--- config.mk ---
export PLATFORM = sky130hd
export DESIGN_NAME = odo_ctrl
export DESIGN_NICKNAME = d
export VERILOG_FILES = /design/src/hdl/odo_pkg.sv /design/src/hdl/odo_ctrl.sv
export SDC_FILE = /design/constraint.sdc
export NUM_CORES = 1
export LEC_CHECK = 0
export ABC_CLOCK_PERIOD_IN_PS = 1150
export BUFFER_PORTS_ARGS = -buffer_cell sky130_fd_sc_hd__buf_2
export CAP_MARGIN = 20
export CELL_PAD_IN_SITES_DETAIL_PLACEMENT = 1
export CELL_PAD_IN_SITES_GLOBAL_PLACEMENT = 1
export CORE_AREA = 2 2 39 41
export CTS_CLUSTER_SIZE = 30
export DETAILED_ROUTE_END_ITERATION = 8
export DIE_AREA = 0 0 41 43
export PLACE_DENSITY = 0.63
export SKIP_CTS_REPAIR_TIMING = 1
export SLEW_MARGIN = 15
export SYNTH_ARGS = -nofsm -noshare
export SYNTH_HDL_FRONTEND = slang
export SYNTH_SLANG_ARGS = --single-unit
--- constraint.sdc ---
create_clock -name clk -period 1.15 [get_ports clk]
set_input_delay 0 -clock clk [delete_from_list [all_inputs] [get_ports clk]]
set_output_delay 0 -clock clk [all_outputs]
set_load 0.02 [all_outputs]
--- src/hdl/odo_pkg.sv ---
`timescale 1ns / 1ps

package odo_pkg;

  // Register map, one 16-bit register per 32-bit word.
  localparam int unsigned REG_ADDR_W = 4;
  localparam logic [1:0] REG_WHEEL_RADIUS = 2'd0;
  localparam logic [1:0] REG_HALF_TRACK   = 2'd1;
  localparam logic [1:0] REG_TIME_STEP    = 2'd2;

  localparam logic [15:0] WHEEL_RADIUS_RST = 16'd2294;
  localparam logic [15:0] HALF_TRACK_RST   = 16'd4915;
  localparam logic [15:0] TIME_STEP_RST    = 16'd655;

  localparam int unsigned CORDIC_STEPS_DEF = 16;
  localparam int unsigned ATAN_LEN         = 30;
  localparam int unsigned ATAN_IDX_W       = 5;
  localparam logic signed [31:0] CORDIC_GAIN = 32'sd652032874;
  localparam logic [29:0] INV_TWO_PI         = 30'd683565276;

  // Turn-rate divider: 58-bit dividend, two quotient bits per cycle.
  localparam int unsigned DIV_W = 58;
  localparam logic [4:0] DIV_CYCLES = 5'd29;

  typedef struct packed {
    logic [15:0] wheel_radius;
    logic [15:0] half_track;
    logic [15:0] time_step;
  } odo_cfg_t;

  typedef enum logic [3:0] {
    ST_IDLE,
    ST_MUL_A,
    ST_MUL_B,
    ST_PREP,
    ST_DIV,
    ST_PROD,
    ST_SUM,
    ST_STEP,
    ST_UPD,
    ST_EMIT
  } odo_state_t;

  typedef struct packed {
    logic load;
    logic mul_a;
    logic mul_b;
    logic prep;
    logic prod;
    logic sum;
    logic step;
    logic upd;
    logic emit;
  } odo_cmd_t;

  typedef struct packed {
    logic cordic_busy;
    logic div_busy;
  } odo_status_t;

  // atan(2^-i) as a binary angle, 2^32 to the turn.
  function automatic logic signed [31:0] atan_lut(input logic [ATAN_IDX_W-1:0] idx);
    logic signed [31:0] v;
    case (idx)
      5'd0:  v = 32'sd536870912;
      5'd1:  v = 32'sd316933406;
      5'd2:  v = 32'sd167458907;
      5'd3:  v = 32'sd85004756;
      5'd4:  v = 32'sd42667331;
      5'd5:  v = 32'sd21354465;
      5'd6:  v = 32'sd10679838;
      5'd7:  v = 32'sd5340245;
      5'd8:  v = 32'sd2670163;
      5'd9:  v = 32'sd1335087;
      5'd10: v = 32'sd667544;
      5'd11: v = 32'sd333772;
      5'd12: v = 32'sd166886;
      5'd13: v = 32'sd83443;
      5'd14: v = 32'sd41722;
      5'd15: v = 32'sd20861;
      5'd16: v = 32'sd10430;
      5'd17: v = 32'sd5215;
      5'd18: v = 32'sd2608;
      5'd19: v = 32'sd1304;
      5'd20: v = 32'sd652;
      5'd21: v = 32'sd326;
      5'd22: v = 32'sd163;
      5'd23: v = 32'sd81;
      5'd24: v = 32'sd41;
      5'd25: v = 32'sd20;
      5'd26: v = 32'sd10;
      5'd27: v = 32'sd5;
      5'd28: v = 32'sd3;
      5'd29: v = 32'sd1;
      default: v = 32'sd0;
    endcase
    return v;
  endfunction

endpackage

--- src/hdl/odo_ctrl.sv ---
`timescale 1ns / 1ps

module odo_ctrl import odo_pkg::*; (
  input  logic        clk,
  input  logic        rst,
  input  logic        in_valid,
  output logic        in_ready,
  output logic        out_valid,
  input  logic        out_ready,
  input  odo_status_t status,
  output odo_cmd_t    cmd
);

  odo_state_t state;
  odo_state_t state_next;
  logic       out_valid_next;
  logic       slot_free;

  assign slot_free = !out_valid || out_ready;

  always_ff @(posedge clk) begin
    if (rst) begin
      state     <= ST_IDLE;
      out_valid <= 1'b0;
    end else begin
      state     <= state_next;
      out_valid <= out_valid_next;
    end
  end

  always_comb begin
    state_next = state;
    unique case (state)
      ST_IDLE:  if (in_valid) state_next = ST_MUL_A;
      ST_MUL_A: state_next = ST_MUL_B;
      ST_MUL_B: state_next = ST_PREP;
      ST_PREP:  state_next = ST_DIV;
      ST_DIV: begin
        if (!status.div_busy && !status.cordic_busy) state_next = ST_PROD;
      end
      ST_PROD:  state_next = ST_SUM;
      ST_SUM:   state_next = ST_STEP;
      ST_STEP:  state_next = ST_UPD;
      ST_UPD:   state_next = ST_EMIT;
      ST_EMIT:  if (slot_free) state_next = ST_IDLE;
      default:  state_next = ST_IDLE;
    endcase
  end

  always_comb begin
    cmd      = '0;
    in_ready = 1'b0;
    unique case (state)
      ST_IDLE: begin
        in_ready = 1'b1;
        cmd.load = in_valid;
      end
      ST_MUL_A: cmd.mul_a = 1'b1;
      ST_MUL_B: cmd.mul_b = 1'b1;
      ST_PREP:  cmd.prep  = 1'b1;
      ST_DIV:   ;
      ST_PROD:  cmd.prod  = 1'b1;
      ST_SUM:   cmd.sum   = 1'b1;
      ST_STEP:  cmd.step  = 1'b1;
      ST_UPD:   cmd.upd   = 1'b1;
      ST_EMIT:  cmd.emit  = slot_free;
      default:  ;
    endcase
  end

  always_comb begin
    if (cmd.emit) begin
      out_valid_next = 1'b1;
    end else if (out_ready) begin
      out_valid_next = 1'b0;
    end else begin
      out_valid_next = out_valid;
    end
  end

endmodule

==> run_results.csv <==
group,metric,value,unit
status,outcome,"complete, but fails checks",
status,violations,"negative setup slack",
sta,fin_skew,0.00181,ns
setup_path,path_cells,"buf_6 > nor4_4 > and2_4 > buf_6",
setup_path,crit_path_top_delay_cell,"dfxtp_4",
synthesis,synth_fp_nets,44,
job,cap_violations,0,
setup_path,worstSetupPathType,"reg2out",
sta,hold_viol,0,
synthesis,syn_area_per_cell,9.12,um^2
synthesis,synth_area,347,um^2
sta,worst_slew_pin_slew,0.309,ns
cts,clk_latency,0.25,ns
sta,maxSlewHeadroom,0.794,
die,num_rows,14,
setup_path,cp.required,1.15,ns
die,die_w,41,um
grt,grt_pass1_vias,348,
detailed_routing,dr_total_vias,382,
final_layout,nets,73,
power_and_ir_drop,ir_drop,566,uV
die,start_util,0.250,
final_layout,syn2layout_area_growth,83.0,%
power_and_ir_drop,power_density,907,nW/um^2
synthesis,syn_inst,38,
cts,clk_pin_slew,0.05,ns
placement,place_congestion,0.796,
grt,grt_pass1_wl,1390,um
synthesis,synth_seq_cells,5,
placement,place_ws,0.0144,ns
detailed_routing,drc,0,
placement,port_buffers,16,
final_layout,seqCellArea,113,um^2
setup_path,start_kind,"flip-flop",
sta,rsz0062_at_grt,"true",
setup_path,end_kind,"primary output",
cts,cts_sinks,5,
worst_hold_path,hp-start,"out_ready",
sta,slew_viol_final,0,
final_layout,drive_above_1_share,0.712,
cts,htreeDepth,1,
die,io_pins,17,
synthesis,yosysWarnings,0,
cts,cts_root_buf,"clkbuf_4",
die,dieArea,1760,um^2
detailed_routing,finalWirelength,1010,um
final_layout,diodes,0,
grt,antenna_found_initial,0,
detailed_routing,viasPerCell,4.66,
sta,fin_crit,1.27,ns
cts,cts_tree,"done",
grt,grt_max_degree,9,
final_layout,multiInputGateArea,274,um^2
power_and_ir_drop,p_total,0.000576,W
detailed_routing,drt-initial-drc-count,3,
power_and_ir_drop,leakagePower,0.268,nW
placement,hpwl,704,um
cts,cts_buffers,3,
detailed_routing,ant_nets,0,
grt,grt_usage,0.123,
setup_path,critPathLaunch,"state[3]",
setup_path,r2r-start,"state[3]",
setup_path,cp_common_cell,"buf_6",
setup_path,max_stage_delay,0.36,ns
detailed_routing,dr.pass1.iters,2,
grt,overflow,0,
synthesis,seq_area_frac_synth,0.289,
sta,post-route-period-util,1.10,
setup_path,cp_max_fo,6,
worst_hold_path,hold_path.class,"in2reg",
sta,setup_ws,-0.116,ns
die,core-area,1380,um^2
sta,setup_viol,7,
sta,max_freq,0.790,GHz
final_layout,nFillCells,164,
cts,clk_path_buf_depth,2,
detailed_routing,wl_per_cell,12.3,um
die,die_y,43,um
synthesis,yosysUniqueCellTypes,25,
sta,hold_ws,0.0452,ns
setup_path,arrival,1.27,ns
final timing paths:
kind                             endpoint  slack (ns)  cells after the start
worst max-delay path               cmd[8]       -0.12                      4
worst min-delay path            out_valid        0.05                      3
worst max register to register   state[3]        0.06                      4
worst min register to register   state[1]        0.55                      2
cell type report:
type,instances,area share
sequential,5,0.178
multi-input combinational,29,0.432
inverter,1,0.00592
clock buffer,4,0.0414
tap,16,0.0316
timing repair buffer,27,0.312
stage by stage:
| stage | cells | setup TNS [ns] | util | instance area, um^2 |
|---|---|---|---|---|
| 2_1_floorplan | 38 | -0.174 | - | 355 |
| 6_report | 82 | -0.480 | 0.458 | 634 |
| 3_5_place_dp | 73 | 0 | 0.340 | 470 |
| 3_3_place_gp | 73 | 0 | 0.340 | 470 |
| 5_1_grt | 82 | -1.07 | 0.458 | 634 |
| 4_1_cts | 77 | -1.45 | 0.359 | 497 |
synth_stat cells:
library cell,count,share of area
dfxtp_1,5,0.29
a211oi_1,1,0.022
buf_4,1,0.022
nand2_1,2,0.022
inv_1,1,0.011
nor3_2,1,0.029
nor2_2,1,0.018
nor2b_1,2,0.036
and2_1,1,0.018
nand2b_2,1,0.025
or2b_2,1,0.025
nor4b_2,1,0.043
a2111oi_2,1,0.043
o21ai_0,1,0.014
buf_6,2,0.065
o2bb2ai_1,1,0.025
xor2_1,1,0.025
nand2b_1,2,0.036
nor3_1,2,0.029
nor4b_1,1,0.025
o31a_1,1,0.025
a21oi_1,1,0.014
nand4bb_2,1,0.047
nor4_2,1,0.036
nor2_1,5,0.054
layer usage:
layer	share of wire	up-vias	global-route usage
li1	-	190	-
met1	0.40	179	0.135
met2	0.55	13	0.181
met3	0.049	0	0.0838
met4	0	0	0.0400
met5	0	-	0
where the power goes:
part,internal (W),switching [W],total (W),leakage [nW]
Combinational,0.0000843,0.0000760,0.000160,0.210
Clock,0.000132,0.0000849,0.000217,0.0150
Sequential,0.000180,0.0000189,0.000199,0.0433
Total,0.000396,0.000180,0.000576,0.268
registers in the layout, indices dropped and copies added, names as in the netlist:
signal,flops
out_valid,1
state,4
cells in the final DEF, fill, tap and decap left out, types with 2 or more instances in the layout:
cell,instances
nor2_2,2
nand2_1,2
buf_6,4
buf_2,9
dfxtp_4,3
clkbuf_4,3
nor2_1,3
nand2b_4,2
buf_4,13
logic make-up after synthesis:
kind of cell | share of synthesized area
and+or+nand+nor | 0.444
AOI/OAI and AO/OA | 0.144
DFF | 0.289
buffers and inverters | 0.0975
xor gates and xnor gates | 0.0253
critical path, delay by kind of cell (launching register included):
family	cells	cell delay, ns
AND/OR/NAND/NOR	2	0.43
flip-flops	1	0.36
buffers and inverters	2	0.22
(Power assumes the default switching activity.)
