File: config.mk
export PLATFORM = sky130hd
export DESIGN_NAME = odo_regs
export DESIGN_NICKNAME = d
export VERILOG_FILES = /design/src/hdl/odo_pkg.sv /design/src/hdl/odo_regs.sv
export SDC_FILE = /design/constraint.sdc
export NUM_CORES = 1
export LEC_CHECK = 0
export BUFFER_PORTS_ARGS = -buffer_cell sky130_fd_sc_hd__buf_2
export CORE_ASPECT_RATIO = 0.75
export CORE_UTILIZATION = 41
export CTS_BUF_LIST = sky130_fd_sc_hd__clkbuf_16
export DETAILED_ROUTE_END_ITERATION = 12
export PLACE_DENSITY = 0.86
export SLEW_MARGIN = 40
export SYNTH_ARGS = -nofsm -noshare
export SYNTH_HDL_FRONTEND = slang
export SYNTH_SLANG_ARGS = --single-unit
File: constraint.sdc
create_clock -name clk -period 1 [get_ports clk]
set_input_delay 0.05 -clock clk [delete_from_list [all_inputs] [get_ports clk]]
set_output_delay 0.05 -clock clk [all_outputs]
set_load 0.005 [all_outputs]
File: src/hdl/odo_pkg.sv
`timescale 1ns / 1ps

package odo_pkg;

  // Register map, one 16-bit register per 32-bit word.
  localparam int unsigned REG_ADDR_W = 4;
  localparam logic [1:0] REG_WHEEL_RADIUS = 2'd0;
  localparam logic [1:0] REG_HALF_TRACK   = 2'd1;
  localparam logic [1:0] REG_TIME_STEP    = 2'd2;

  localparam logic [15:0] WHEEL_RADIUS_RST = 16'd2294;
  localparam logic [15:0] HALF_TRACK_RST   = 16'd4915;
  localparam logic [15:0] TIME_STEP_RST    = 16'd655;

  localparam int unsigned CORDIC_STEPS_DEF = 16;
  localparam int unsigned ATAN_LEN         = 30;
  localparam int unsigned ATAN_IDX_W       = 5;
  localparam logic signed [31:0] CORDIC_GAIN = 32'sd652032874;
  localparam logic [29:0] INV_TWO_PI         = 30'd683565276;

  // Turn-rate divider: 58-bit dividend, two quotient bits per cycle.
  localparam int unsigned DIV_W = 58;
  localparam logic [4:0] DIV_CYCLES = 5'd29;

  typedef struct packed {
    logic [15:0] wheel_radius;
    logic [15:0] half_track;
    logic [15:0] time_step;
  } odo_cfg_t;

  typedef enum logic [3:0] {
    ST_IDLE,
    ST_MUL_A,
    ST_MUL_B,
    ST_PREP,
    ST_DIV,
    ST_PROD,
    ST_SUM,
    ST_STEP,
    ST_UPD,
    ST_EMIT
  } odo_state_t;

  typedef struct packed {
    logic load;
    logic mul_a;
    logic mul_b;
    logic prep;
    logic prod;
    logic sum;
    logic step;
    logic upd;
    logic emit;
  } odo_cmd_t;

  typedef struct packed {
    logic cordic_busy;
    logic div_busy;
  } odo_status_t;

  // atan(2^-i) as a binary angle, 2^32 to the turn.
  function automatic logic signed [31:0] atan_lut(input logic [ATAN_IDX_W-1:0] idx);
    logic signed [31:0] v;
    case (idx)
      5'd0:  v = 32'sd536870912;
      5'd1:  v = 32'sd316933406;
      5'd2:  v = 32'sd167458907;
      5'd3:  v = 32'sd85004756;
      5'd4:  v = 32'sd42667331;
      5'd5:  v = 32'sd21354465;
      5'd6:  v = 32'sd10679838;
      5'd7:  v = 32'sd5340245;
      5'd8:  v = 32'sd2670163;
      5'd9:  v = 32'sd1335087;
      5'd10: v = 32'sd667544;
      5'd11: v = 32'sd333772;
      5'd12: v = 32'sd166886;
      5'd13: v = 32'sd83443;
      5'd14: v = 32'sd41722;
      5'd15: v = 32'sd20861;
      5'd16: v = 32'sd10430;
      5'd17: v = 32'sd5215;
      5'd18: v = 32'sd2608;
      5'd19: v = 32'sd1304;
      5'd20: v = 32'sd652;
      5'd21: v = 32'sd326;
      5'd22: v = 32'sd163;
      5'd23: v = 32'sd81;
      5'd24: v = 32'sd41;
      5'd25: v = 32'sd20;
      5'd26: v = 32'sd10;
      5'd27: v = 32'sd5;
      5'd28: v = 32'sd3;
      5'd29: v = 32'sd1;
      default: v = 32'sd0;
    endcase
    return v;
  endfunction

endpackage

File: src/hdl/odo_regs.sv
`timescale 1ns / 1ps

module odo_regs import odo_pkg::*; (
  input  logic                  clk,
  input  logic                  rst,
  input  logic                  psel,
  input  logic                  penable,
  input  logic                  pwrite,
  input  logic [REG_ADDR_W-1:0] paddr,
  input  logic [31:0]           pwdata,
  output logic [31:0]           prdata,
  output logic                  pready,
  output odo_cfg_t              cfg
);

  logic wr_en;

  assign pready = 1'b1;
  assign wr_en  = psel && penable && pwrite;

  always_ff @(posedge clk) begin
    if (rst) begin
      cfg.wheel_radius <= WHEEL_RADIUS_RST;
      cfg.half_track   <= HALF_TRACK_RST;
      cfg.time_step    <= TIME_STEP_RST;
    end else if (wr_en) begin
      unique case (paddr[3:2])
        REG_WHEEL_RADIUS: cfg.wheel_radius <= pwdata[15:0];
        REG_HALF_TRACK:   cfg.half_track   <= pwdata[15:0];
        REG_TIME_STEP:    cfg.time_step    <= pwdata[15:0];
        default: ;
      endcase
    end
  end

  always_comb begin
    unique case (paddr[3:2])
      REG_WHEEL_RADIUS: prdata = {16'd0, cfg.wheel_radius};
      REG_HALF_TRACK:   prdata = {16'd0, cfg.half_track};
      REG_TIME_STEP:    prdata = {16'd0, cfg.time_step};
      default:          prdata = 32'd0;
    endcase
  end

endmodule

==> out/summary.log <==
[synth] largest area contributor in the netlist dfxtp_1
[place] Post-Place Cell Area 0.00296 mm²
[detailed_routing] routed vias/inst 4.68
[synth] total of flip-flops plus latches after synthesis 48
[place] count of port buffers added during placement 86
[final_layout] post-route insts no fill 441
[detailed_routing] vias after detailed routing 2062
[synth] Distinct cells, synth 18
[synth] fraction of registers with async set or reset after synthesis 0%
[synth] register area share after synthesis 39.5%
[clock_tree] clock network latency to the later pin of the worst-skew pair 0.28 ns
[detailed_routing] Routed Antenna Nets 0
[detailed_routing] Detailed Route Iter0 Violations 104
[clock_tree] number of CTS-inserted buffers 5
[detailed_routing] wire length per cell after detailed routing 13.6 µm
[final_layout] fraction of layout instances using a drive strength above 1 43.4%
[power] Peak supply drop 0.616 mV
[clock_tree] clock tree from TritonCTS done
[timing] number of setup violations in the final report 1
[floorplan] total die area 0.00624 mm²
[final_layout] register with the most flip-flops cfg
[place] routability congestion estimate from global placement 0.752
[timing] fin. max-slew vios 0
[final_layout] Area Growth Syn to Fin 32.5%
[hold_path] class of the worst hold path in -> reg
[worst_setup_path] CP Class reg -> out
[global_routing] Overall Global Routing Usage 18.9%
[worst_setup_path] crit-path cells mux2i_1 -> o21ai_1 -> buf_2
[synth] share of the synthesized area in the top cell type 39.5%
[floorplan] row count 23
[floorplan] starting density of the core 44.0%
[timing] worst path setup slack after routing -0.00243 ns
[power] total power divided by cell area 1220 mW/mm²
[floorplan] die width 90.9 µm
[synth] Yosys warning total 0
[global_routing] number of antenna violations at the first check in global routing 0
[place] sum of net half-perimeters after detailed placement 4340 µm
[timing] fmax 998 MHz
[global_routing] pin count of the biggest net entering global routing 63
[floorplan] total I/O pin count 122
[final_layout] diode count 0
[worst_setup_path] arrival time at the worst endpoint 0.95 ns
[worst_setup_path] maximum fanout along the worst path 2
[floorplan] height of the chip 68.7 µm
[detailed_routing] final routed DRC violation total 0
[synth] top cells by area in the synthesized netlist dfxtp_1 (40%), mux2i_1 (26%), nand2b_1 (11%)
[global_routing] vias in the first global route 1825
[synth] syn avg cell area 9.17 µm²
[worst_setup_path] cell family contributing the most delay on the critical path flip-flops
[global_routing] Congestion Overflow GR 0
[synth] number of synthesized flops with an enable pin 0
[worst_setup_path] CP Data Required Time 0.95 ns
[worst_setup_path] CP bufs+invs 1
[timing] RSZ-0062 raised after global routing yes
[worst_setup_path] CP startpoint kind flop
[synth] post-synth design cell area 0.00243 mm²
[detailed_routing] 1st-pass router iterations 4
[clock_tree] clk slew on worst S/H paths 0.06 ns
[synth] leading post-synthesis cells by instance count mux2i_1 (64), dfxtp_1 (48), nand2b_1 (43), nor2_1 (32), buf_4 (20)
[synth] most instantiated library cell after synthesis mux2i_1
[floorplan] Core Area 0.00553 mm²
[synth] Post-synth top flop dfxtp_1
[final_layout] Top Registers cfg x48
[final_layout] net count of the finished layout 409
[worst_setup_path] stage delay of the slowest cell on the critical path 0.32 ns
[place] placed instance count 425
[global_routing] global-route wire length before repair 9030 µm
[outcome] violations in the final reports negative setup slack
[power] leak pwr 1.55 nW
[worst_setup_path] endpoint type of the worst setup path primary output
[final_layout] max FFs per register 48
[clock_tree] clk sink count 48
[worst_setup_path] highest-delay cell along the critical path dfxtp_2
[clock_tree] maximum number of buffers from clock root to sink 2
[timing] final critical delay including setup and external delays 1.00 ns
[clock_tree] CTS Root Buffer Type clkbuf_16
[synth] instance count of the mapped netlist 265
[detailed_routing] overall routed net length 5980 µm
[final_layout] cell area after layout 0.00322 mm²
[timing] share of the cycle needed by the critical path after routing 100%
[outcome] status finished, violations left
[timing] final setup skew 0 ns
[run] number of max-cap violations 0
[timing] final-report hold violation count 0
[clock_tree] htree depth 2
==> placed cells by master, fill, tap and decap left out, drive strengths merged <==
| cell | instances |
|---|---|
| nand4 | 1 |
| or3 | 1 |
| nor2b | 1 |
| buf | 117 |
| nor3 | 1 |
| nand2 | 16 |
| o21ai | 16 |
| mux2i | 64 |
| nand2b | 43 |
| conb | 17 |
| nor3b | 2 |
| or3b | 1 |
| clkbuf | 5 |
| nand3 | 1 |
| nor2 | 32 |
| dfxtp | 48 |
==> metal layers <==
metal,part of all wire [%],global-route usage [%],wire [µm],vias up
met1,48,24.1,2860,952
met2,47,33.1,2790,64
met5,0,0,0,-
li1,-,-,-,1041
met4,0.59,4.76,35,0
met3,4.9,4.28,293,5
==> kinds of logic (layout without fill, tap and decap cells) <==
kind of cell / count (synthesis) / in the layout / share of synthesized area, %
other: 2 / 17 / 0.309
multiplexers: 64 / 64 / 26.4
AND/OR/NAND/NOR: 99 / 99 / 21.5
buffers and inverters: 36 / 122 / 8.96
AO/OA/AOI/OAI: 16 / 16 / 3.30
flip-flops: 48 / 48 / 39.5
==> metrics by stage <==
| step | power, mW | setup WS [ns] | utilization (%) | hold slack [ns] | setup TNS, ns |
|---|---|---|---|---|---|
| after detailed placement | 2.44 | -0.131 | 53.6 | 0.334 | -3.88 |
| after global placement | 2.43 | -0.0897 | 53.6 | 0.325 | -1.88 |
| after floorplan | 2.29 | 0.0642 | - | 0.205 | 0 |
| final | 3.93 | -0.00243 | 58.3 | 0.0396 | -0.00243 |
| after CTS | 3.95 | -0.0298 | 57.5 | 0.0350 | -0.0351 |
| after global routing | 4.10 | -0.0550 | 58.3 | 0.0517 | -0.467 |
==> report_power, final <==
part           leakage (nW)  switching, mW  internal, mW  total [mW]
registers             0.391         0.0182          1.94        1.96
logic                  1.10          0.239         0.227       0.466
clock network        0.0616          0.624         0.883        1.51
==> path summary, 6_finish.rpt <==
path	start	to	slack, ns	cells past startpoint
setup / recovery	cfg[23]$_SDFFE_PP0P_	prdata[7]	-0.002	3
hold / removal	pwdata[7]	cfg[23]$_SDFFE_PP0P_	0.04	3
setup reg to reg	cfg[20]$_SDFFE_PP1P_	cfg[20]$_SDFFE_PP1P_	0.23	3
hold reg to reg	cfg[35]$_SDFFE_PP0P_	cfg[35]$_SDFFE_PP0P_	0.48	2
==> final cells by class <==
cell class / instances / area, µm²
Sequential cell: 48 / 1000
Timing Repair Buffer: 117 / 686
Fill cell: 485 / 2300
Tap cell: 75 / 93.8
Clock buffer: 5 / 125
Multi-Input combinational cell: 196 / 1320
==> worst reg2reg max path, cell delays in order, from the launching register on <==
cell     delay, ns
dfxtp_2       0.33
buf_4         0.14
nor2_1        0.10
mux2i_1       0.08
==> what timing repair did <==
action,in CTS,in global routing
hold buffers,0,0
setup endpoints to repair,16,16
buffers inserted,6,5
hold endpoints to repair,0,0
resized for setup,41,10
pin swaps,2,4
No activity file was read; power rests on OpenSTA's default activity.
